File: src/fcu_pkg.sv
// ----------------------------------------------------------------------------
// fcu_pkg
// Types, widths and codes shared by the frustum cull unit and its checker.
// ----------------------------------------------------------------------------
package fcu_pkg;

    localparam int NUM_PLANES = 6;
    localparam int CFG_IDX_W  = 3;
    localparam int CFG_DATA_W = 64;

    localparam int COORD_W    = 24;
    localparam int NORM_W     = 13;
    localparam int FRAC_SHIFT = 11;                     // Q2.11 * Q16.8 -> 19 fraction bits
    localparam int PROD_W     = NORM_W + COORD_W;       // one normal * coordinate product
    localparam int OFF_W      = COORD_W + 1;            // offset plus sphere radius
    localparam int SHOFF_W    = OFF_W + FRAC_SHIFT;     // offset aligned to the products
    localparam int SUM2_W     = PROD_W + 1;
    localparam int TOT_W      = SUM2_W + 1;

    // capture stage, three evaluation stages, output register
    localparam int META_STAGES = 4;
    localparam int LATENCY     = META_STAGES + 1;

    localparam logic [1:0] FUNC_BOX    = 2'd0;
    localparam logic [1:0] FUNC_SPHERE = 2'd1;
    localparam logic [1:0] FUNC_POINT  = 2'd2;

    typedef struct packed {
        logic                      spare;
        logic signed [COORD_W-1:0] d;
        logic signed [NORM_W-1:0]  c;
        logic signed [NORM_W-1:0]  b;
        logic signed [NORM_W-1:0]  a;
    } plane_t;

    typedef struct packed {
        logic [1:0]                func;
        logic signed [COORD_W-1:0] pos_x;
        logic signed [COORD_W-1:0] pos_y;
        logic signed [COORD_W-1:0] pos_z;
        logic signed [COORD_W-1:0] ext_x;
        logic signed [COORD_W-1:0] ext_y;
        logic signed [COORD_W-1:0] ext_z;
        logic                      last_in;
    } in_item_t;

    typedef struct packed {
        logic culled;
        logic last_out;
    } out_item_t;

    typedef struct packed {
        logic valid;
        logic known;
        logic last;
    } meta_t;

endpackage

File: src/fcu_plane_eval.sv
// ----------------------------------------------------------------------------
// fcu_plane_eval
// Three-stage signed distance test of one primitive against one plane.
// ----------------------------------------------------------------------------
module fcu_plane_eval
    import fcu_pkg::*;
(
    input  logic     clk,
    input  plane_t   plane,
    input  in_item_t item,
    output logic     outside
);

    logic                      pick;
    logic                      sphere;
    logic signed [COORD_W-1:0] sel_x;
    logic signed [COORD_W-1:0] sel_y;
    logic signed [COORD_W-1:0] sel_z;
    logic signed [SHOFF_W-1:0] off_shift;
    logic signed [TOT_W-1:0]   total;

    logic signed [PROD_W-1:0]  prod_x_reg, prod_x_next;
    logic signed [PROD_W-1:0]  prod_y_reg, prod_y_next;
    logic signed [PROD_W-1:0]  prod_z_reg, prod_z_next;
    logic signed [OFF_W-1:0]   off_reg, off_next;
    logic signed [SUM2_W-1:0]  sum_xy_reg, sum_xy_next;
    logic signed [SUM2_W-1:0]  sum_zo_reg, sum_zo_next;
    logic                      outside_reg, outside_next;

    always_comb
    begin
        pick   = (item.func == FUNC_BOX);
        sphere = (item.func == FUNC_SPHERE);

        // box corner furthest along the normal
        sel_x = (pick && !plane.a[NORM_W-1]) ? item.ext_x : item.pos_x;
        sel_y = (pick && !plane.b[NORM_W-1]) ? item.ext_y : item.pos_y;
        sel_z = (pick && !plane.c[NORM_W-1]) ? item.ext_z : item.pos_z;

        prod_x_next = PROD_W'(plane.a) * PROD_W'(sel_x);
        prod_y_next = PROD_W'(plane.b) * PROD_W'(sel_y);
        prod_z_next = PROD_W'(plane.c) * PROD_W'(sel_z);

        // value < -r folds into value + r < 0
        off_next = OFF_W'(plane.d) + (sphere ? OFF_W'(item.ext_x) : OFF_W'(0));

        off_shift   = $signed({off_reg, {FRAC_SHIFT{1'b0}}});
        sum_xy_next = SUM2_W'(prod_x_reg) + SUM2_W'(prod_y_reg);
        sum_zo_next = SUM2_W'(prod_z_reg) + SUM2_W'(off_shift);

        total        = TOT_W'(sum_xy_reg) + TOT_W'(sum_zo_reg);
        outside_next = total[TOT_W-1];
    end

    always_ff @(posedge clk)
    begin
        prod_x_reg  <= prod_x_next;
        prod_y_reg  <= prod_y_next;
        prod_z_reg  <= prod_z_next;
        off_reg     <= off_next;
        sum_xy_reg  <= sum_xy_next;
        sum_zo_reg  <= sum_zo_next;
        outside_reg <= outside_next;
    end

    assign outside = outside_reg;

endmodule

File: config.mk
export PLATFORM = sky130hd
export DESIGN_NAME = fcu_plane_eval
export DESIGN_NICKNAME = d
export VERILOG_FILES = /design/src/fcu_pkg.sv /design/src/fcu_plane_eval.sv
export SDC_FILE = /design/constraint.sdc
export NUM_CORES = 2
export LEC_CHECK = 0
export ABC_AREA = 0
export BUFFER_PORTS_ARGS = -buffer_cell sky130_fd_sc_hd__buf_4
export CORE_MARGIN = 5
export CORE_UTILIZATION = 53
export DETAILED_ROUTE_END_ITERATION = 16
export GPL_TIMING_DRIVEN = 0
export PLACE_DENSITY = 0.79
export REMOVE_ABC_BUFFERS = 1
export SYNTH_ARGS = -nofsm -noshare
export SYNTH_HDL_FRONTEND = slang
export SYNTH_SLANG_ARGS = --single-unit
File: constraint.sdc
create_clock -name clk -period 8.6 [get_ports clk]
set_input_delay 1.72 -clock clk [delete_from_list [all_inputs] [get_ports clk]]
set_output_delay 1.72 -clock clk [all_outputs]
set_load 0.05 [all_outputs]
# --- After elaboration in Yosys (flattened, before gate mapping) ---
# Index checks and enable logic that the tools add are counted.
classes:
  eq_ne: 1
  mul: 3
  addsub: 4
  n_reduce_logical: 7
  n_mux: 4
op_table:
  columns: ["op", "count"]
  rows:
  - ["13-bit by 24-bit multiplier with 37-bit output", 3]
  - ["24-bit 2-to-1 mux", 3]
  - ["38-bit by 38-bit adder with 39-bit output", 1]
  - ["37-bit by 36-bit adder with 38-bit output", 1]
  - ["37-bit by 37-bit adder with 38-bit output", 1]
  - ["24-bit by 25-bit adder with 25-bit output", 1]
  - ["25-bit 2-to-1 mux", 1]
  - ["1-bit logical AND", 3]
  - ["1-bit zero test", 3]
  - ["2-bit by 1-bit == test with 1-bit output, second input constant", 1]
  - ["2-bit zero test", 1]
word_totals:
  register_bits: 213
  output_inout_bits: 1
  in_bits: 212
  wordCells: 26

# --- Depth between registers and ports, before layout ---
depth:
  word_depth: 4
  depth_mapped: 26
  depth_no_buf: 24

# --- Worst setup path before layout ---
# OpenSTA, ideal clock, no wires.
synth_timing:
  path_kind: "input to register"
  from: "input port plane[12] (netlist name)"
  to: "register prod_x_reg[36]"
  cell_stages: 23
  required_ps: 8514
  setup_slack_ps: 155
  t_arrival_ps: 8359
  n_path_buf: 2
  setup_time_ps: 86
  cell_sequence: "nor3_1 -> clkbuf_1 -> mux2_2 -> clkbuf_1 -> and2_1 -> fa_1 -> inv_1 -> fa_1 -> inv_1 -> fa_1 -> fa_1 -> fa_1 -> ha_1 -> ha_1 -> a2111oi_2 -> o31ai_1 -> a31oi_1 -> a211oi_1 -> o221ai_1 -> a31oi_1 -> o41ai_2 -> nor2_1 -> a211oi_1"
synth_between:
  elab_chain_len: 4
synth_lines:
  columns: ["item", "line_no", "rtl"]
  rows:
  - ["start, declared", "fcu_plane_eval.sv:9", "input plane_t plane,"]
  - ["1-bit zero test", "fcu_plane_eval.sv:36", "sel_x = (pick && !plane.a[NORM_W-1]) ? item.ext_x : item.pos_x;"]
  - ["1-bit logical AND", "fcu_plane_eval.sv:36", null]
  - ["24-bit 2-to-1 mux", "fcu_plane_eval.sv:36", null]
  - ["13-bit by 24-bit multiplier with 37-bit output *", "fcu_plane_eval.sv:40", "prod_x_next = PROD_W'(plane.a) * PROD_W'(sel_x);"]
  - ["via prod_x_next[36]", "fcu_plane_eval.sv:22", "logic signed [PROD_W-1:0] prod_x_reg, prod_x_next;"]
  - ["end signal, assigned", "fcu_plane_eval.sv:57", "prod_x_reg <= prod_x_next;"]
  - ["end, declared", "fcu_plane_eval.sv:22", null]
# Mark *: on every way through the listed nets, which the timed path passes. The rest lies on a longest branch.

# --- Worst setup path after layout ---
layout_timing:
  from: "input port item[145] (netlist name)"
  to: "register prod_z_reg[32]"
layout_between:
  elab_chain_len: 4
layout_lines:
  columns: ["item", "line_no", "rtl"]
  rows:
  - ["start, declared", "fcu_plane_eval.sv:10", "input in_item_t item,"]
  - ["2-bit zero test", "fcu_plane_eval.sv:32", "pick = (item.func == FUNC_BOX);"]
  - ["1-bit logical AND", "fcu_plane_eval.sv:38", "sel_z = (pick && !plane.c[NORM_W-1]) ? item.ext_z : item.pos_z;"]
  - ["24-bit 2-to-1 mux", "fcu_plane_eval.sv:38", null]
  - ["13-bit by 24-bit multiplier with 37-bit output", "fcu_plane_eval.sv:42", "prod_z_next = PROD_W'(plane.c) * PROD_W'(sel_z);"]
  - ["via prod_z_next[32]", "fcu_plane_eval.sv:24", "logic signed [PROD_W-1:0] prod_z_reg, prod_z_next;"]
  - ["end signal, assigned", "fcu_plane_eval.sv:59", "prod_z_reg <= prod_z_next;"]
  - ["end, declared", "fcu_plane_eval.sv:24", null]
# The timed path passes the listed nets, and every way through them passes these cells.

==> out/qor.json <==
{
  "run_status": {
    "status": "finished, final reports clean"
  },
  "cts": {
    "clock_latency_on_the_worst_skew_pair_ns": 0.54,
    "htreeDepth": 1,
    "clk_pin_slew_ns": 0.06,
    "clock-root-buffer": "sky130_fd_sc_hd__clkbuf_16",
    "tritoncts": "done",
    "clock-sinks": 213,
    "clock_path_buffers": 3,
    "postCtsHoldBufs": 0,
    "cts-buffers-inserted": 23
  },
  "worst_setup_path": {
    "biggest_fanout_along_the_worst_timing_path": 13,
    "worst-endpoint-required_ns": 9.05,
    "arrival_ns": 8.69,
    "critPathMostFrequentCell": "sky130_fd_sc_hd__fa_1",
    "worstSetupPathType": "input pin to register",
    "crit_path_max_incr_delay_ns": 0.53,
    "worst_setup_path_end_kind": "register",
    "timing.critical_path.from": "item[145]",
    "critical_path_startpoint_category": "input pin",
    "regToRegStartpoint": "prod_y_reg[0]",
    "worst_path_max_delay_cell": "sky130_fd_sc_hd__fa_1",
    "timing.critical_path.cells": "buf_4 > nor3_2 > buf_6 > buf_4 > mux2_2 > and2_1 > fa_1 > inv_1 > fa_1 > inv_1 > fa_1 > fa_1 > fa_1 > fa_1 > ha_1 > and4_1 > o21ai_0 > o21ai_0 > o221a_2 > o31ai_4 > o21ai_1 > or2_1 > a21oi_1 > xnor2_1",
    "r2r-end": "sum_xy_reg[36]",
    "reg2regPathDepth": 12,
    "worst-r2r-setup-slack_ns": 5.08
  },
  "synth": {
    "synthFlopType": "sky130_fd_sc_hd__dfxtp_1",
    "synth-warning-count": 0,
    "async_set_reset_flop_share_out_of_synthesis_pct": 0,
    "post-synth-top-area-fraction_pct": 41.1,
    "mappedNetlistArea_um2": 41500,
    "post_synth.cell_area_avg_um2": 9.39,
    "synth.distinct_cells": 75,
    "netlist_top_cells_area": "sky130_fd_sc_hd__fa_1 41%, sky130_fd_sc_hd__ha_1 12%, sky130_fd_sc_hd__dfxtp_1 10%",
    "synth-edff-count": 0,
    "synth_seq_area_share_pct": 10.3,
    "synth_top_area_cell": "sky130_fd_sc_hd__fa_1",
    "yosys_reg_bits": 213,
    "synth_cells": 4424
  },
  "sta": {
    "max_freq_ghz": 0.121,
    "timing.clock.skew_ns": 0.0135,
    "tightest_slew_ns": 1.29,
    "setup_total_negative_slack_ns": 0,
    "grt_setup_unrepaired": "false",
    "report.final.setup_viol": 0,
    "hold_viol": 0,
    "slew_violations": 0,
    "finalCriticalPeriod_ns": 8.23,
    "period_share_pct": 95.7,
    "relSlewSlack_pct": 11.6
  },
  "grt": {
    "via_count_of_the_first_global_routing_pass": 32200,
    "grt_pass1_wl_um": 158000,
    "maximum_number_of_pins_on_one_net_before_global_route_repair": 25,
    "grt_overflow_total": 0,
    "grt_antenna_before_repair": 1,
    "global_route.usage.total_pct": 22.3
  },
  "detailed_routing": {
    "drc": 0,
    "drt.antenna.violating_nets": 0,
    "routed_via_density": 5.46,
    "detailedRoute.firstIterationViolations": 1772,
    "detailroute.via_count": 30300,
    "wire_per_inst_um": 16.7,
    "dr.pass1.iters": 5,
    "routed_wl_um": 92800
  },
  "floorplanning": {
    "initial_utilization_pct": 53.5,
    "die_x_um": 290,
    "std_cell_rows": 102,
    "die_y_um": 290,
    "core_um2": 77600,
    "die_area_um2": 84100,
    "ios": 213
  },
  "layout": {
    "mostFrequentLayoutCells": "852 x sky130_fd_sc_hd__fa_1, 753 x sky130_fd_sc_hd__inv_1, 602 x sky130_fd_sc_hd__nand2_1, 391 x sky130_fd_sc_hd__ha_1, 336 x sky130_fd_sc_hd__and2_1",
    "post_route_cells_drive_above_1_share_pct": 8.16,
    "design.final.nets": 5959,
    "syn2layout_area_growth_pct": 7.84,
    "final_core_util_pct": 57.7,
    "final_common_cell": "sky130_fd_sc_hd__fa_1"
  },
  "place": {
    "dp_hpwl_um": 79400,
    "finalWeightedCongestion": 0.924,
    "io_buffers": 210
  },
  "min_path": {
    "min_delay_worst_endpoint": "sum_zo_reg[4]",
    "min_delay_path_depth": 0,
    "hold_path.startpoint": "prod_z_reg[4]",
    "min-delay-path-class": "register to register"
  },
  "flow_run": {
    "max_cap_viol_count": 0
  }
}
[critical path, delay by kind of cell]
| family | cells | cell delay [ns] |
|---|---|---|
| muxes | 1 | 0.49 |
| AOI/OAI and AO/OA | 6 | 1.32 |
| xor gates and xnor gates | 1 | 0.15 |
| buffers and inverters | 5 | 0.72 |
| adders and majority gates | 7 | 3.35 |
| and+or+nand+nor | 4 | 0.91 |
[per-layer routing]
| metal | vias up | track usage (%) | routed length, um |
|---|---|---|---|
| li1 | 13900 | - | - |
| met3 | 180 | 2.55 | 5100 |
| met2 | 953 | 37.4 | 44500 |
| met5 | - | 0 | 0 |
| met4 | 0 | 7.38 | 3830 |
| met1 | 15300 | 30.5 | 39300 |
[logic make-up (layout without fill, tap and decap cells)]
logic type	after synthesis	after routing	share of synthesized area (%)
multiplexers	73	73	1.97
flip-flops	213	213	10.3
AO/OA/AOI/OAI	493	493	7.89
other	0	1	0
AND/OR/NAND/NOR	1305	1305	15.0
XOR/XNOR	176	176	3.71
adder cells (fa/ha/maj)	1243	1243	52.8
buffers and inverters	921	1017	8.32
[through the flow]
stage	hold slack [ns]	area, um^2	std cells	worst slack [ns]
floorplan	0.310	40900	4256	-0.702
global placement	0.313	43800	5506	-2.83
detailed placement	0.312	43900	5511	-0.658
CTS	0.326	44700	5552	0.0320
global route	0.335	44800	5561	0.0179
finish	0.326	44800	5561	0.367
[cells in the mapped netlist, types with 8 or more instances]
master / instances
sky130_fd_sc_hd__dfxtp_1: 213
sky130_fd_sc_hd__nor2b_1: 51
sky130_fd_sc_hd__and2_1: 336
sky130_fd_sc_hd__o21ai_0: 81
sky130_fd_sc_hd__a211o_1: 10
sky130_fd_sc_hd__xnor2_1: 136
sky130_fd_sc_hd__a31oi_1: 14
sky130_fd_sc_hd__fa_1: 852
sky130_fd_sc_hd__nand2b_1: 36
sky130_fd_sc_hd__nor3_1: 23
sky130_fd_sc_hd__nor2_1: 162
sky130_fd_sc_hd__nor4_1: 8
sky130_fd_sc_hd__mux2_2: 69
sky130_fd_sc_hd__o211ai_1: 13
sky130_fd_sc_hd__nand2_1: 602
sky130_fd_sc_hd__ha_1: 391
sky130_fd_sc_hd__clkbuf_1: 167
sky130_fd_sc_hd__a21oi_1: 135
sky130_fd_sc_hd__nand3_1: 29
sky130_fd_sc_hd__o21a_1: 29
sky130_fd_sc_hd__xor2_1: 40
sky130_fd_sc_hd__o21bai_1: 18
sky130_fd_sc_hd__nand4_1: 14
sky130_fd_sc_hd__a211oi_1: 31
sky130_fd_sc_hd__a21o_1: 82
sky130_fd_sc_hd__and3_1: 17
sky130_fd_sc_hd__a21boi_0: 8
sky130_fd_sc_hd__inv_1: 753
[timing repair]
action / CTS / global route
resized for setup: 2 / 10
endpoints found under the setup margin: 2 / 10
buffers inserted: 0 / 8
pin swaps: 0 / 2
[how the worst max path moves through the flow]
stage	endpoint	slack, ns	cells past startpoint
2_1_floorplan	prod_x_reg[36]	-0.70	23
3_3_place_gp	prod_z_reg[34]	-2.83	21
6_report	prod_z_reg[32]	0.37	24
3_5_place_dp	prod_y_reg[36]	-0.66	23
4_1_cts	prod_z_reg[34]	0.03	24
5_1_grt	prod_z_reg[33]	0.02	26
[cell type report]
cell class,instances,area [um^2]
multi-input combinational,3290,33900
fill,6623,32800
sequential,213,4260
inverter,753,2830
timing repair buffer,223,1710
tap,1040,1300
clock buffer,30,662
clock inverter,11,124
antenna,1,2.50
Power is not shown: default switching activity piles up to over one toggle a cycle in this logic, so the estimate is an artifact.
